==> src/rtl/crd_pkg.sv <==
package crd_pkg;

   localparam int SAMPLE_WIDTH    = 32;
   localparam int ALPHA_WIDTH     = 17;
   localparam int THRESHOLD_WIDTH = 39;
   localparam int WARMUP_WIDTH    = 16;
   localparam int COUNT_WIDTH     = 32;
   localparam int REGIME_WIDTH    = 2;
   localparam int CSR_INDEX_WIDTH = 2;
   localparam int CSR_DATA_WIDTH  = 39;

   // alpha is walked four bits at a time, most significant digit first
   localparam int DIGIT_WIDTH       = 4;
   localparam int DIGIT_COUNT       = 5;
   localparam int DIGIT_COUNT_WIDTH = 3;
   localparam int ALPHA_PAD_WIDTH   = DIGIT_WIDTH * DIGIT_COUNT;

   localparam logic OP_RECORD = 1'b0;
   localparam logic OP_CLEAR  = 1'b1;

   typedef enum logic [REGIME_WIDTH-1:0] {
      REGIME_STABLE = 2'd0,
      REGIME_ACCEL  = 2'd1,
      REGIME_DECEL  = 2'd2
   } regime_type;

   typedef enum logic [CSR_INDEX_WIDTH-1:0] {
      CSR_ALPHA_FIRST  = 2'd0,
      CSR_ALPHA_SECOND = 2'd1,
      CSR_THRESHOLD    = 2'd2,
      CSR_WARMUP       = 2'd3
   } csr_index_type;

   localparam logic [ALPHA_WIDTH-1:0]     ALPHA_FIRST_RESET  = 17'd16384;
   localparam logic [ALPHA_WIDTH-1:0]     ALPHA_SECOND_RESET = 17'd16384;
   localparam logic [THRESHOLD_WIDTH-1:0] THRESHOLD_RESET    = 39'd6554;
   localparam logic [WARMUP_WIDTH-1:0]    WARMUP_RESET       = 16'd3;

endpackage

==> src/rtl/crd_mul.sv <==
// Digit-serial multiplier: step = floor(diff * alpha / 2^FRAC_BITS).
// One 4-bit digit of alpha per cycle, done pulses in the cycle after the last digit.
module crd_mul #(
   parameter int RATE_WIDTH = 40,
   parameter int FRAC_BITS  = 16
) (
   input  logic                                clock,
   input  logic                                reset,
   input  logic                                start,
   input  logic signed [RATE_WIDTH:0]          diff,
   input  logic [crd_pkg::ALPHA_WIDTH-1:0]     alpha,
   output logic                                done,
   output logic signed [RATE_WIDTH:0]          step
);

   localparam int PAD_W  = crd_pkg::ALPHA_PAD_WIDTH;
   localparam int ACC_W  = RATE_WIDTH + 1 + PAD_W;
   localparam int PROD_W = RATE_WIDTH + crd_pkg::DIGIT_WIDTH + 2;
   localparam int CNT_W  = crd_pkg::DIGIT_COUNT_WIDTH;

   logic signed [RATE_WIDTH:0]           diff_ff;
   logic [PAD_W-1:0]                     alpha_ff;
   logic [PAD_W-1:0]                     alpha_in;
   logic [CNT_W-1:0]                     count_ff;
   logic                                 busy_ff;
   logic                                 done_ff;
   logic signed [ACC_W-1:0]              acc_ff;
   logic signed [ACC_W-1:0]              acc_in;
   logic [crd_pkg::DIGIT_WIDTH-1:0]      digit;
   logic signed [PROD_W-1:0]             prod;

   assign digit    = alpha_ff[PAD_W-1 -: crd_pkg::DIGIT_WIDTH];
   assign prod     = PROD_W'(diff_ff) * PROD_W'($signed({1'b0, digit}));
   assign acc_in   = (acc_ff <<< crd_pkg::DIGIT_WIDTH) + ACC_W'(prod);
   assign alpha_in = alpha_ff << crd_pkg::DIGIT_WIDTH;

   always_ff @(posedge clock) begin
      if (reset) begin
         busy_ff <= 1'b0;
         done_ff <= 1'b0;
      end else begin
         done_ff <= busy_ff && (count_ff == '0);
         if (start) begin
            busy_ff  <= 1'b1;
            count_ff <= CNT_W'(crd_pkg::DIGIT_COUNT - 1);
            acc_ff   <= '0;
            alpha_ff <= PAD_W'(alpha);
            diff_ff  <= diff;
         end else if (busy_ff) begin
            acc_ff   <= acc_in;
            alpha_ff <= alpha_in;
            count_ff <= count_ff - 1'b1;
            if (count_ff == '0) begin
               busy_ff <= 1'b0;
            end
         end
      end
   end

   assign done = done_ff;
   // arithmetic shift gives the floor; magnitude never exceeds |diff| while alpha is at most 2^FRAC_BITS
   assign step = (RATE_WIDTH + 1)'(acc_ff >>> FRAC_BITS);

endmodule

==> src/rtl/convexity_regime_detector_unit.sv <==
// Convexity regime detector. Each req transaction (tuser = operation, tdata = Q16.16
// sample) gives exactly one rsp transaction carrying both smoothed rates, the regime,
// a change flag and the two saturating counters. A clear or the first sample of a run
// goes from idle straight to the output state, where its result is loaded; the second
// sample passes the raw-difference state first, and every later sample runs two EMA
// updates one after another through a single shared add/saturate unit and a
// digit-serial multiplier that takes 5 digits of alpha. The input is ready again the
// cycle after the load. The input is not ready while an item is being
// worked on; a loaded result waits in the output register while the next item is
// accepted, and a result that finds the register still full holds the block until it
// drains. Register writes on the csr port clear all statistics; issue them only while
// no transaction is in flight, and the input is not ready in a cycle with a write.
module convexity_regime_detector_unit #(
   parameter int RATE_WIDTH = 40,
   parameter int FRAC_BITS  = 16
) (
   input  logic                                       clock,
   input  logic                                       reset,
   input  logic                                       req_tvalid,
   output logic                                       req_tready,
   input  logic [crd_pkg::SAMPLE_WIDTH-1:0]           req_tdata,  // sample
   input  logic                                       req_tuser,  // operation
   output logic                                       rsp_tvalid,
   input  logic                                       rsp_tready,
   // first_rate, second_rate, regime, regime_changed, change_total, sample_total
   output logic [((2*RATE_WIDTH+2*crd_pkg::COUNT_WIDTH+crd_pkg::REGIME_WIDTH+8)/8)*8-1:0]
                                                      rsp_tdata,
   input  logic                                       csr_wr_en,
   input  logic [crd_pkg::CSR_INDEX_WIDTH-1:0]        csr_index,
   input  logic [crd_pkg::CSR_DATA_WIDTH-1:0]         csr_wdata
);

   localparam int W      = RATE_WIDTH;
   localparam int OUT_W  = ((2*W + 2*crd_pkg::COUNT_WIDTH + crd_pkg::REGIME_WIDTH + 8) / 8) * 8;
   localparam int CAP_W  = (FRAC_BITS + 1 > crd_pkg::ALPHA_WIDTH) ? FRAC_BITS + 1
                                                                   : crd_pkg::ALPHA_WIDTH;
   localparam int CMP_W  = ((W > crd_pkg::THRESHOLD_WIDTH + 1) ? W
                                                               : crd_pkg::THRESHOLD_WIDTH + 1) + 1;
   localparam int CNT_W  = crd_pkg::COUNT_WIDTH;

   localparam logic [CAP_W-1:0]    ALPHA_ONE = CAP_W'(1) << FRAC_BITS;
   localparam logic signed [W+1:0] RATE_MAX  = $signed({3'b000, {(W-1){1'b1}}});
   localparam logic signed [W+1:0] RATE_MIN  = $signed({3'b111, {(W-1){1'b0}}});

   typedef enum logic [2:0] {
      S_IDLE,
      S_RAW1,
      S_DIFF,
      S_MUL,
      S_RAW2,
      S_CLASS,
      S_OUT
   } state_type;

   state_type                               state_ff;
   logic                                    phase_ff;

   logic [crd_pkg::ALPHA_WIDTH-1:0]         alpha_first_ff;
   logic [crd_pkg::ALPHA_WIDTH-1:0]         alpha_second_ff;
   logic [crd_pkg::THRESHOLD_WIDTH-1:0]     threshold_ff;
   logic [crd_pkg::WARMUP_WIDTH-1:0]        warmup_ff;

   logic signed [crd_pkg::SAMPLE_WIDTH-1:0] x_ff;
   logic signed [crd_pkg::SAMPLE_WIDTH-1:0] last_ff;
   logic                                    seeded_sample_ff;
   logic                                    seeded_rate_ff;
   logic signed [W-1:0]                     sf_ff;
   logic signed [W-1:0]                     ss_ff;
   logic signed [W-1:0]                     nf_ff;
   logic signed [W-1:0]                     raw_ff;
   crd_pkg::regime_type                     regime_ff;
   logic                                    changed_ff;
   logic [CNT_W-1:0]                        samples_ff;
   logic [CNT_W-1:0]                        changes_ff;

   logic                                    rsp_valid_ff;
   logic [OUT_W-1:0]                        rsp_data_ff;
   logic                                    rsp_load;

   // shared add / saturate unit
   logic signed [W:0]                       add_a;
   logic signed [W:0]                       add_b;
   logic                                    add_sub;
   logic signed [W+1:0]                     add_sum;
   logic signed [W-1:0]                     add_sat;
   logic signed [W:0]                       add_diff;

   logic [crd_pkg::ALPHA_WIDTH-1:0]         alpha_raw;
   logic [crd_pkg::ALPHA_WIDTH-1:0]         alpha_cap;
   logic                                    mul_start;
   logic                                    mul_done;
   logic signed [W:0]                       mul_step;

   logic signed [CMP_W-1:0]                 ss_cmp;
   logic signed [CMP_W-1:0]                 thr_cmp;
   crd_pkg::regime_type                     regime_in;

   always_comb begin
      add_a   = '0;
      add_b   = '0;
      add_sub = 1'b0;
      case (state_ff)
         S_RAW1: begin
            add_a   = (W + 1)'(x_ff);
            add_b   = (W + 1)'(last_ff);
            add_sub = 1'b1;
         end
         S_DIFF: begin
            add_a   = (W + 1)'(raw_ff);
            add_b   = phase_ff ? (W + 1)'(ss_ff) : (W + 1)'(sf_ff);
            add_sub = 1'b1;
         end
         S_MUL: begin
            add_a   = phase_ff ? (W + 1)'(ss_ff) : (W + 1)'(sf_ff);
            add_b   = mul_step;
         end
         S_RAW2: begin
            add_a   = (W + 1)'(nf_ff);
            add_b   = (W + 1)'(sf_ff);
            add_sub = 1'b1;
         end
         default: begin
            add_a   = '0;
         end
      endcase
   end

   assign add_sum = (W + 2)'(add_a) + (add_sub ? -((W + 2)'(add_b)) : (W + 2)'(add_b));

   always_comb begin
      if (add_sum > RATE_MAX) begin
         add_sat = RATE_MAX[W-1:0];
      end else if (add_sum < RATE_MIN) begin
         add_sat = RATE_MIN[W-1:0];
      end else begin
         add_sat = add_sum[W-1:0];
      end
   end

   // differences keep one extra bit, unless the rate already fills 64 bits
   assign add_diff = (RATE_WIDTH >= 64) ? (W + 1)'(add_sat) : add_sum[W:0];

   assign alpha_raw = phase_ff ? alpha_second_ff : alpha_first_ff;
   assign alpha_cap = (CAP_W'(alpha_raw) > ALPHA_ONE) ? crd_pkg::ALPHA_WIDTH'(ALPHA_ONE)
                                                      : alpha_raw;
   assign mul_start = (state_ff == S_DIFF);

   crd_mul #(
      .RATE_WIDTH (RATE_WIDTH),
      .FRAC_BITS  (FRAC_BITS)
   ) u_mul (
      .clock (clock),
      .reset (reset),
      .start (mul_start),
      .diff  (add_diff),
      .alpha (alpha_cap),
      .done  (mul_done),
      .step  (mul_step)
   );

   assign ss_cmp  = CMP_W'(ss_ff);
   assign thr_cmp = CMP_W'($signed({1'b0, threshold_ff}));

   always_comb begin
      regime_in = crd_pkg::REGIME_STABLE;
      if (samples_ff >= CNT_W'(warmup_ff)) begin
         if (ss_cmp > thr_cmp) begin
            regime_in = crd_pkg::REGIME_ACCEL;
         end else if (ss_cmp < -thr_cmp) begin
            regime_in = crd_pkg::REGIME_DECEL;
         end
      end
   end

   // result register takes a new transaction when empty or draining this cycle, and no csr write is under way
   assign rsp_load = (state_ff == S_OUT) && !csr_wr_en && (!rsp_valid_ff || rsp_tready);

   always_ff @(posedge clock) begin
      if (reset) begin
         state_ff         <= S_IDLE;
         phase_ff         <= 1'b0;
         alpha_first_ff   <= crd_pkg::ALPHA_FIRST_RESET;
         alpha_second_ff  <= crd_pkg::ALPHA_SECOND_RESET;
         threshold_ff     <= crd_pkg::THRESHOLD_RESET;
         warmup_ff        <= crd_pkg::WARMUP_RESET;
         last_ff          <= '0;
         seeded_sample_ff <= 1'b0;
         seeded_rate_ff   <= 1'b0;
         sf_ff            <= '0;
         ss_ff            <= '0;
         regime_ff        <= crd_pkg::REGIME_STABLE;
         changed_ff       <= 1'b0;
         samples_ff       <= '0;
         changes_ff       <= '0;
         rsp_valid_ff     <= 1'b0;
      end else begin
         if (rsp_load) begin
            rsp_valid_ff <= 1'b1;
         end else if (rsp_valid_ff && rsp_tready) begin
            rsp_valid_ff <= 1'b0;
         end
         if (csr_wr_en) begin
            case (crd_pkg::csr_index_type'(csr_index))
               crd_pkg::CSR_ALPHA_FIRST:  alpha_first_ff  <= csr_wdata[crd_pkg::ALPHA_WIDTH-1:0];
               crd_pkg::CSR_ALPHA_SECOND: alpha_second_ff <= csr_wdata[crd_pkg::ALPHA_WIDTH-1:0];
               crd_pkg::CSR_THRESHOLD:    threshold_ff    <= csr_wdata;
               crd_pkg::CSR_WARMUP:       warmup_ff       <= csr_wdata[crd_pkg::WARMUP_WIDTH-1:0];
               default:                   warmup_ff       <= warmup_ff;
            endcase
            last_ff          <= '0;
            seeded_sample_ff <= 1'b0;
            seeded_rate_ff   <= 1'b0;
            sf_ff            <= '0;
            ss_ff            <= '0;
            regime_ff        <= crd_pkg::REGIME_STABLE;
            changed_ff       <= 1'b0;
            samples_ff       <= '0;
            changes_ff       <= '0;
         end else begin
            case (state_ff)
               S_IDLE: begin
                  if (req_tvalid && req_tready) begin
                     x_ff <= req_tdata;
                     if (req_tuser == crd_pkg::OP_CLEAR) begin
                        last_ff          <= '0;
                        seeded_sample_ff <= 1'b0;
                        seeded_rate_ff   <= 1'b0;
                        sf_ff            <= '0;
                        ss_ff            <= '0;
                        regime_ff        <= crd_pkg::REGIME_STABLE;
                        changed_ff       <= 1'b0;
                        samples_ff       <= '0;
                        changes_ff       <= '0;
                        state_ff         <= S_OUT;
                     end else begin
                        if (samples_ff != '1) begin
                           samples_ff <= samples_ff + 1'b1;
                        end
                        if (!seeded_sample_ff) begin
                           // first sample only seeds
                           last_ff          <= req_tdata;
                           sf_ff            <= '0;
                           ss_ff            <= '0;
                           seeded_sample_ff <= 1'b1;
                           changed_ff       <= 1'b0;
                           state_ff         <= S_OUT;
                        end else begin
                           state_ff <= S_RAW1;
                        end
                     end
                  end
               end
               S_RAW1: begin
                  last_ff  <= x_ff;
                  raw_ff   <= add_sat;
                  phase_ff <= 1'b0;
                  if (!seeded_rate_ff) begin
                     sf_ff          <= add_sat;
                     seeded_rate_ff <= 1'b1;
                     changed_ff     <= 1'b0;
                     state_ff       <= S_OUT;
                  end else begin
                     state_ff <= S_DIFF;
                  end
               end
               S_DIFF: begin
                  state_ff <= S_MUL;
               end
               S_MUL: begin
                  if (mul_done) begin
                     if (!phase_ff) begin
                        nf_ff    <= add_sat;
                        state_ff <= S_RAW2;
                     end else begin
                        ss_ff    <= add_sat;
                        state_ff <= S_CLASS;
                     end
                  end
               end
               S_RAW2: begin
                  raw_ff   <= add_sat;
                  phase_ff <= 1'b1;
                  state_ff <= S_DIFF;
               end
               S_CLASS: begin
                  sf_ff      <= nf_ff;
                  regime_ff  <= regime_in;
                  changed_ff <= (regime_in != regime_ff);
                  if ((regime_in != regime_ff) && (changes_ff != '1)) begin
                     changes_ff <= changes_ff + 1'b1;
                  end
                  state_ff <= S_OUT;
               end
               S_OUT: begin
                  if (rsp_load) begin
                     rsp_data_ff  <= OUT_W'({samples_ff, changes_ff, changed_ff, regime_ff,
                                             ss_ff, sf_ff});
                     state_ff     <= S_IDLE;
                  end
               end
               default: begin
                  state_ff <= S_IDLE;
               end
            endcase
         end
      end
   end

   assign req_tready = (state_ff == S_IDLE) && !reset && !csr_wr_en;
   assign rsp_tvalid = rsp_valid_ff;
   assign rsp_tdata  = rsp_data_ff;

   a_busy_after_accept: assert property (@(posedge clock) disable iff (reset)
      (req_tvalid && req_tready) |=> !req_tready)
      else $error("input ready straight after an accepted transaction");

   a_mul_done_in_mul: assert property (@(posedge clock) disable iff (reset)
      mul_done |-> (state_ff == S_MUL))
      else $error("multiplier finished outside the multiply state");

   a_changes_bounded: assert property (@(posedge clock) disable iff (reset)
      changes_ff <= samples_ff)
      else $error("more regime changes than samples");

   a_change_needs_history: assert property (@(posedge clock) disable iff (reset)
      ((state_ff == S_OUT) && changed_ff) |-> (samples_ff >= CNT_W'(3)))
      else $error("regime change flagged before two differences exist");

endmodule
==> config.mk <==
export PLATFORM = sky130hd
export DESIGN_NAME = convexity_regime_detector_unit
export DESIGN_NICKNAME = d
export VERILOG_FILES = /design/src/rtl/crd_pkg.sv /design/src/rtl/crd_mul.sv /design/src/rtl/convexity_regime_detector_unit.sv
export SDC_FILE = /design/constraint.sdc
export NUM_CORES = 2
export LEC_CHECK = 0
export BUFFER_PORTS_ARGS = -buffer_cell sky130_fd_sc_hd__buf_4
export CELL_PAD_IN_SITES_DETAIL_PLACEMENT = 1
export CELL_PAD_IN_SITES_GLOBAL_PLACEMENT = 1
export CORE_MARGIN = 3
export CORE_UTILIZATION = 40
export CTS_CLUSTER_DIAMETER = 200
export CTS_CLUSTER_SIZE = 10
export DETAILED_ROUTE_END_ITERATION = 8
export PLACE_DENSITY_LB_ADDON = 0.05
export SYNTH_ARGS = -nofsm -noshare
export SYNTH_HDL_FRONTEND = slang
export SYNTH_SLANG_ARGS = --single-unit
==> constraint.sdc <==
create_clock -name clock -period 26.6 [get_ports clock]
set_input_delay 7.98 -clock clock [delete_from_list [all_inputs] [get_ports clock]]
set_output_delay 7.98 -clock clock [all_outputs]
set_load 0.01 [all_outputs]
# Word level (Yosys, flattened, before mapping)
# Index checks and enable logic that the tools add are counted.
dict set report word_totals {
  regBits 657
  in_bits 79
  wordCells 170
}
dict set report op_classes {
  n_addsub 7
  multipliers 1
  order_cmp 6
  eq_ne 20
  muxes 60
  n_bitwise 3
  n_reduce_logical 46
}
# op n
set ops {}
lappend ops {{41-bit case mux with 4 select lines} 2}
lappend ops {{40-bit two-way mux} 8}
lappend ops {{32-bit two-way mux} 8}
lappend ops {{32-bit case mux with 2 select lines} 2}
lappend ops {{40-bit case mux with 3 select lines} 1}
lappend ops {{40-bit case mux with 2 select lines} 1}
lappend ops {{32-bit by 1-bit adder with 32-bit output, second input constant} 2}
lappend ops {{32-bit inequality test, second input constant} 2}
lappend ops {{57-bit by 46-bit adder with 57-bit output} 1}
lappend ops {{57-bit two-way mux} 1}
lappend ops {{17-bit two-way mux} 3}
lappend ops {{41-bit by 5-bit multiplier with 46-bit output} 1}
lappend ops {{41-bit by 42-bit adder with 42-bit output} 1}
lappend ops {{42-bit by 40-bit > comparator with 1-bit output, second input constant} 1}
lappend ops {{42-bit by 40-bit < comparator with 1-bit output, second input constant} 1}
lappend ops {{42-bit two-way mux} 1}
lappend ops {{41-bit negation with 42-bit output} 1}
lappend ops {{40-bit by 41-bit < comparator with 1-bit output} 1}
lappend ops {{41-bit two-way mux} 1}
lappend ops {{39-bit negation with 41-bit output} 1}
lappend ops {{40-bit > comparator} 1}
lappend ops {{32-bit by 16-bit >= comparator with 1-bit output} 1}
lappend ops {{3-bit two-way mux} 7}
lappend ops {{3-bit case mux with 7 select lines} 1}
lappend ops {{other kinds (31)} 93}

# Logic depth before layout (Yosys ltp)
dict set report logic_depth {
  depth_word 11
  ltp_mapped 28
}

# Hierarchy
# Synthesis repeated with hierarchy kept, for this count alone.
dict set report hier_totals {
  cells_unflattened 4431
  hier_area_um2 42050.3
}
# module n_inst cells_each area_per_inst_um2 seq_area_each_um2
set by_module_without_submodules {}
lappend by_module_without_submodules {convexity_regime_detector_unit 1 3025 28633.7 13282.7}
lappend by_module_without_submodules {crd_mul 1 1406 13416.6 3673.5}

# Worst setup path before layout
# Ideal clock, no wire load.
dict set report synth_timing {
  path_kind {in2reg}
  from {input reset}
  to {register rsp_data_ff[0] (netlist: rsp_tdata[0]) (enable)}
  setup_ns 0.834
  arrival_ns 18.766
  path_slack_ns 7.000
  path_stages 6
  cell_sequence {clkbuf_1 > nor2_1 > clkbuf_1 > clkbuf_1 > nand2_1 > nor3_1}
}
dict set report synth_via {
  elab_chain_len 2
}
# item line
set synth_lines {}
lappend synth_lines {{start: declaration} convexity_regime_detector_unit.sv:18} ;# input logic reset,
lappend synth_lines {{1-bit NOT (no line)} --}
lappend synth_lines {{4-bit AND reduction (no line)} --}
lappend synth_lines {{end signal: assignment} convexity_regime_detector_unit.sv:296} ;# rsp_data_ff <= OUT_W'({samples_ff, changes_ff, changed_ff, regime_ff,
lappend synth_lines {{end: declaration} convexity_regime_detector_unit.sv:77} ;# logic [OUT_W-1:0] rsp_data_ff;
# Every way passes these cells.
# A chain may end at the register's enable or synchronous reset.

# Final worst setup path
dict set report layout_timing {
  from {input reset}
  to {output req_tready}
}
dict set report layout_via {
  elab_chain_len 3
}
# item line
set layout_lines {}
lappend layout_lines {{1-bit logical NOT} convexity_regime_detector_unit.sv:309} ;# assign req_tready = (state_ff == S_IDLE) && !reset && !csr_wr_en;
lappend layout_lines {{1-bit logical AND (2 in a row)} convexity_regime_detector_unit.sv:309}
lappend layout_lines {{end: declaration} convexity_regime_detector_unit.sv:20} ;# output logic req_tready,
# Every way passes these cells.

==> qor.csv <==
stage,metric,value,unit
run_status,status,"finished, final reports clean",
routing,total wire length,146,mm
clocking,# clock sinks,657,
floorplan,core box area,0.0991,mm²
clocking,H-tree depth,3,
worst_setup_path,CP max stage cell,or2_4,
routing,antenna-violating nets left,0,
final_layout,fraction of layout cells with a size suffix above 1,10.8,%
routing,vias post-DR,32700,
routing,DR DRC count,0,
clocking,CTS root buf,clkbuf_16,
final_layout,FILL cells,11100,
global_route,first-pass GRT wire length,216,mm
power,Int Power,2.04,mW
worst_setup_path,most frequent cell on the critical path,buf_4,
logic_synthesis,Cells after Synth,4076,
logic_synthesis,largest family of logic cells by synthesized area,simple AND/OR/NAND/NOR gates,
placement,PortBufs,227,
clocking,Post-CTS Setup Bufs,0,
logic_synthesis,Main synth FF type,edfxtp_1,
timing,relative slew slack,11.2,%
timing,fin crit share,66.5,%
timing,Worst-Margin Slew,1.30,ns
power,Leak Pwr,17.7,nW
placement,GPL Wtd Cong,0.922,
logic_synthesis,multiplexer share of the synthesized area,2.07,%
power,maximum vdd drop,46.2,µV
logic_synthesis,Synth warnings,0,
timing,f_max,56.5,MHz
timing,Setup TNS Final,0,ns
global_route,gr busiest metal,met2,
worst_setup_path,CP Capture Type,primary output,
worst_setup_path,CP Class,in2out,
floorplan,io pins,233,
power,Seq pwr share,38.5,%
worst_setup_path,CP cell instances,buf_4 -> or2_4 -> nor3_1 -> buf_4,
routing,initial drt markers,2399,
power,Clock power frac,32.1,%
logic_synthesis,"count leader, synth",nand2_1,
power,PD cells,68.3,mW/mm²
logic_synthesis,Compound-Gate Fraction of Synth Area,16.3,%
worst_setup_path,crit-path max FO,54,
logic_synthesis,register bit total from synthesis,657,
worst_setup_path,"slowest stage delay, CP",0.69,ns
logic_synthesis,"Async S/R FF share, synth",0,%
timing,Worst Skew,0.0308,ns
worst_setup_path,worst r2r path cells,23,
routing,DRT Pass-1 Iters,7,
routing,vias per inst,5.87,
floorplan,Die Ht,324,µm
logic_synthesis,sequential element share of the synthesized area,42.0,%
global_route,met1 Track Usage GR,37.4,%
clocking,maximum buffer depth of the clock tree,3,
global_route,vias in the first global route,32700,
logic_synthesis,Synth cell types,101,
logic_synthesis,"area leader, netlist",edfxtp_1,
timing,Worst Hold Margin,0.452,ns
timing,post-layout minimum cycle time,17.69,ns
floorplan,row count,115,
placement,DP HPWL,106,mm
worst_setup_path,CP Data Arrival Time,9.71,ns
timing,Setup-failing EPs final,0,
final_layout,register area,0.0170,mm²
logic_synthesis,Synth top area share,28.3,%
clocking,Worst-Skew Late Latency,0.67,ns
floorplan,Die X,324,µm
final_layout,Area Growth Syn to Fin,13.0,%
final_layout,area occupied by multi-input gates,0.0220,mm²
timing,RSZ-0062 raised after global routing,no,
timing,Hold Fails Final Rpt,0,
flow_run,max cap viols,0,
floorplan,Die Footprint,0.105,mm²
clocking,TritonCTS Buffers,75,
logic_synthesis,Simple-Gate Fraction of Synth Area,16.6,%
clocking,post-cts resize count,0,
worst_setup_path,startpoint types,input pin,
global_route,gr usage total,27.6,%
logic_synthesis,Post-synth top cells,"416 x nand2_1, 380 x edfxtp_1, 344 x a21oi_1",
power,combinational power share,29.4,%
power,Sw Ratio,34.3,%
global_route,grt met3 use,3.48,%
timing,Max Slew Vio Count,0,
logic_synthesis,Synth Area in XOR/XNOR,4.07,%
routing,Wirelength per Cell,26.2,µm
worst_hold_path,hold path cells,0,
final_layout,number of nets in the layout,4709,
logic_synthesis,Post-synth EDFFs,380,
clocking,CTS tree,yes,
global_route,Congestion Overflow GR,0,
clocking,"CTS clk-pin slew, worst paths",0.06,ns
global_route,met2 usage,46.1,%
logic_synthesis,syn avg cell area,9.90,µm²
global_route,pin count of the biggest net entering global routing,84,
worst_setup_path,"Req. time, crit path",18.62,ns
logic_synthesis,Post-Synth Adder-Cell Area,15.2,%
power,net switching power,1.07,mW
worst_hold_path,Hold WC Path Type,reg2reg,
logic_synthesis,Synth area leaders,"edfxtp_1 28%, dfxtp_1 14%, ha_1 7.9%",
clocking,hold_buf cts,0,
floorplan,Starting Density,40.7,%
logic_synthesis,cell area after synthesis,0.0403,mm²
global_route,initial antenna violation count,8,
==> per-layer routing <==
| metal | up-vias | share of wire (%) |
|---|---|---|
| met4 | 2 | 3.1 |
| met1 | 16600 | 44 |
| met3 | 190 | 5.0 |
| met5 | - | 0.0089 |
| li1 | 15100 | - |
| met2 | 916 | 48 |
==> state kept, by name, indices dropped and copies added, names as in the netlist, 20 cells and up <==
| signal | cells |
|---|---|
| rsp_tdata | 147 |
| u_mul.acc_ff | 57 |
| u_mul.diff_ff | 41 |
| nf_ff | 40 |
| raw_ff | 40 |
| sf_ff | 40 |
| ss_ff | 40 |
| threshold_ff | 39 |
| changes_ff | 32 |
| last_ff | 32 |
| samples_ff | 32 |
| x_ff | 32 |
| u_mul.alpha_ff | 20 |
==> layout make-up <==
type	count	area share [%]
clock buffer	131	4.67
multi-input combinational	3058	48.4
timing repair buffer	288	4.74
clock inverter	6	0.244
tap	1287	3.53
sequential	657	37.2
antenna	1	0.00549
inverter	147	1.21
==> worst paths after layout <==
check                                  from  slack, ns            end
worst max-delay path                  reset       8.91     req_tready
worst min-delay path             changed_ff       0.45  rsp_tdata[82]
worst max register to register  state_ff[1]      16.83       sf_ff[8]
worst min register to register   changed_ff       0.45  rsp_tdata[82]
==> metrics by stage <==
step                util (%)  setup WS, ns  cells  total power [mW]  instance area, µm²
finish                  46.0          8.91   5575              3.11               45600
global route            46.0          8.78   5574              3.28               45600
CTS                     46.0          8.85   5574              3.14               45600
detailed placement      43.7          8.85   5437              2.13               43300
global placement        43.7          8.87   5437              2.11               43300
floorplan                  -          7.00   4080              1.85               40400
==> logic make-up (layout without fill, tap and decap cells) <==
group                    after synthesis  in the layout
AO/OA/AOI/OAI                       1014           1014
XOR/XNOR                             186            186
adder cells (fa/ha/maj)              403            403
buffers and inverters                365            572
flip-flops                           657            657
multiplexers                          82             82
other                                  1              6
AND/OR/NAND/NOR                     1368           1368
==> cells in the final DEF (no fill, tap or decap), drive strengths merged, types with 25 or more instances in the layout <==
cell    Yosys  routed
a211oi     60      60
a21boi     25      25
a21o       63      63
a21oi     346     346
a221o      26      26
a222oi     40      40
a22oi      34      34
and2      189     189
and3       29      29
buf        60     288
clkbuf    158     131
dfxtp     277     277
edfxtp    380     380
fa        147     147
ha        256     256
inv       145     148
mux2i      69      69
nand2     416     416
nand2b     29      29
nand3      81      81
nand4      38      38
nor2      334     334
nor2b      27      27
nor3       52      52
nor3b      25      25
o21ai     213     213
or2        30      30
or3        31      31
xnor2     117     117
xor2       69      69
==> power groups by stage <==
| stage | combinational [mW] | sequential, mW | clock (mW) |
|---|---|---|---|
| after global placement | 0.891 | 1.22 | 0 |
| after detailed placement | 0.908 | 1.22 | 0 |
| after floorplan | 0.655 | 1.20 | 0 |
| after global routing | 1.02 | 1.20 | 1.06 |
| after CTS | 0.913 | 1.20 | 1.02 |
| final | 0.914 | 1.20 | 0.999 |
==> critical path, delay by kind of cell <==
kind | cells | cell delay [ns]
buf+inv | 2 | 0.73
simple gates | 2 | 0.96
No activity file was read; power rests on OpenSTA's default activity.
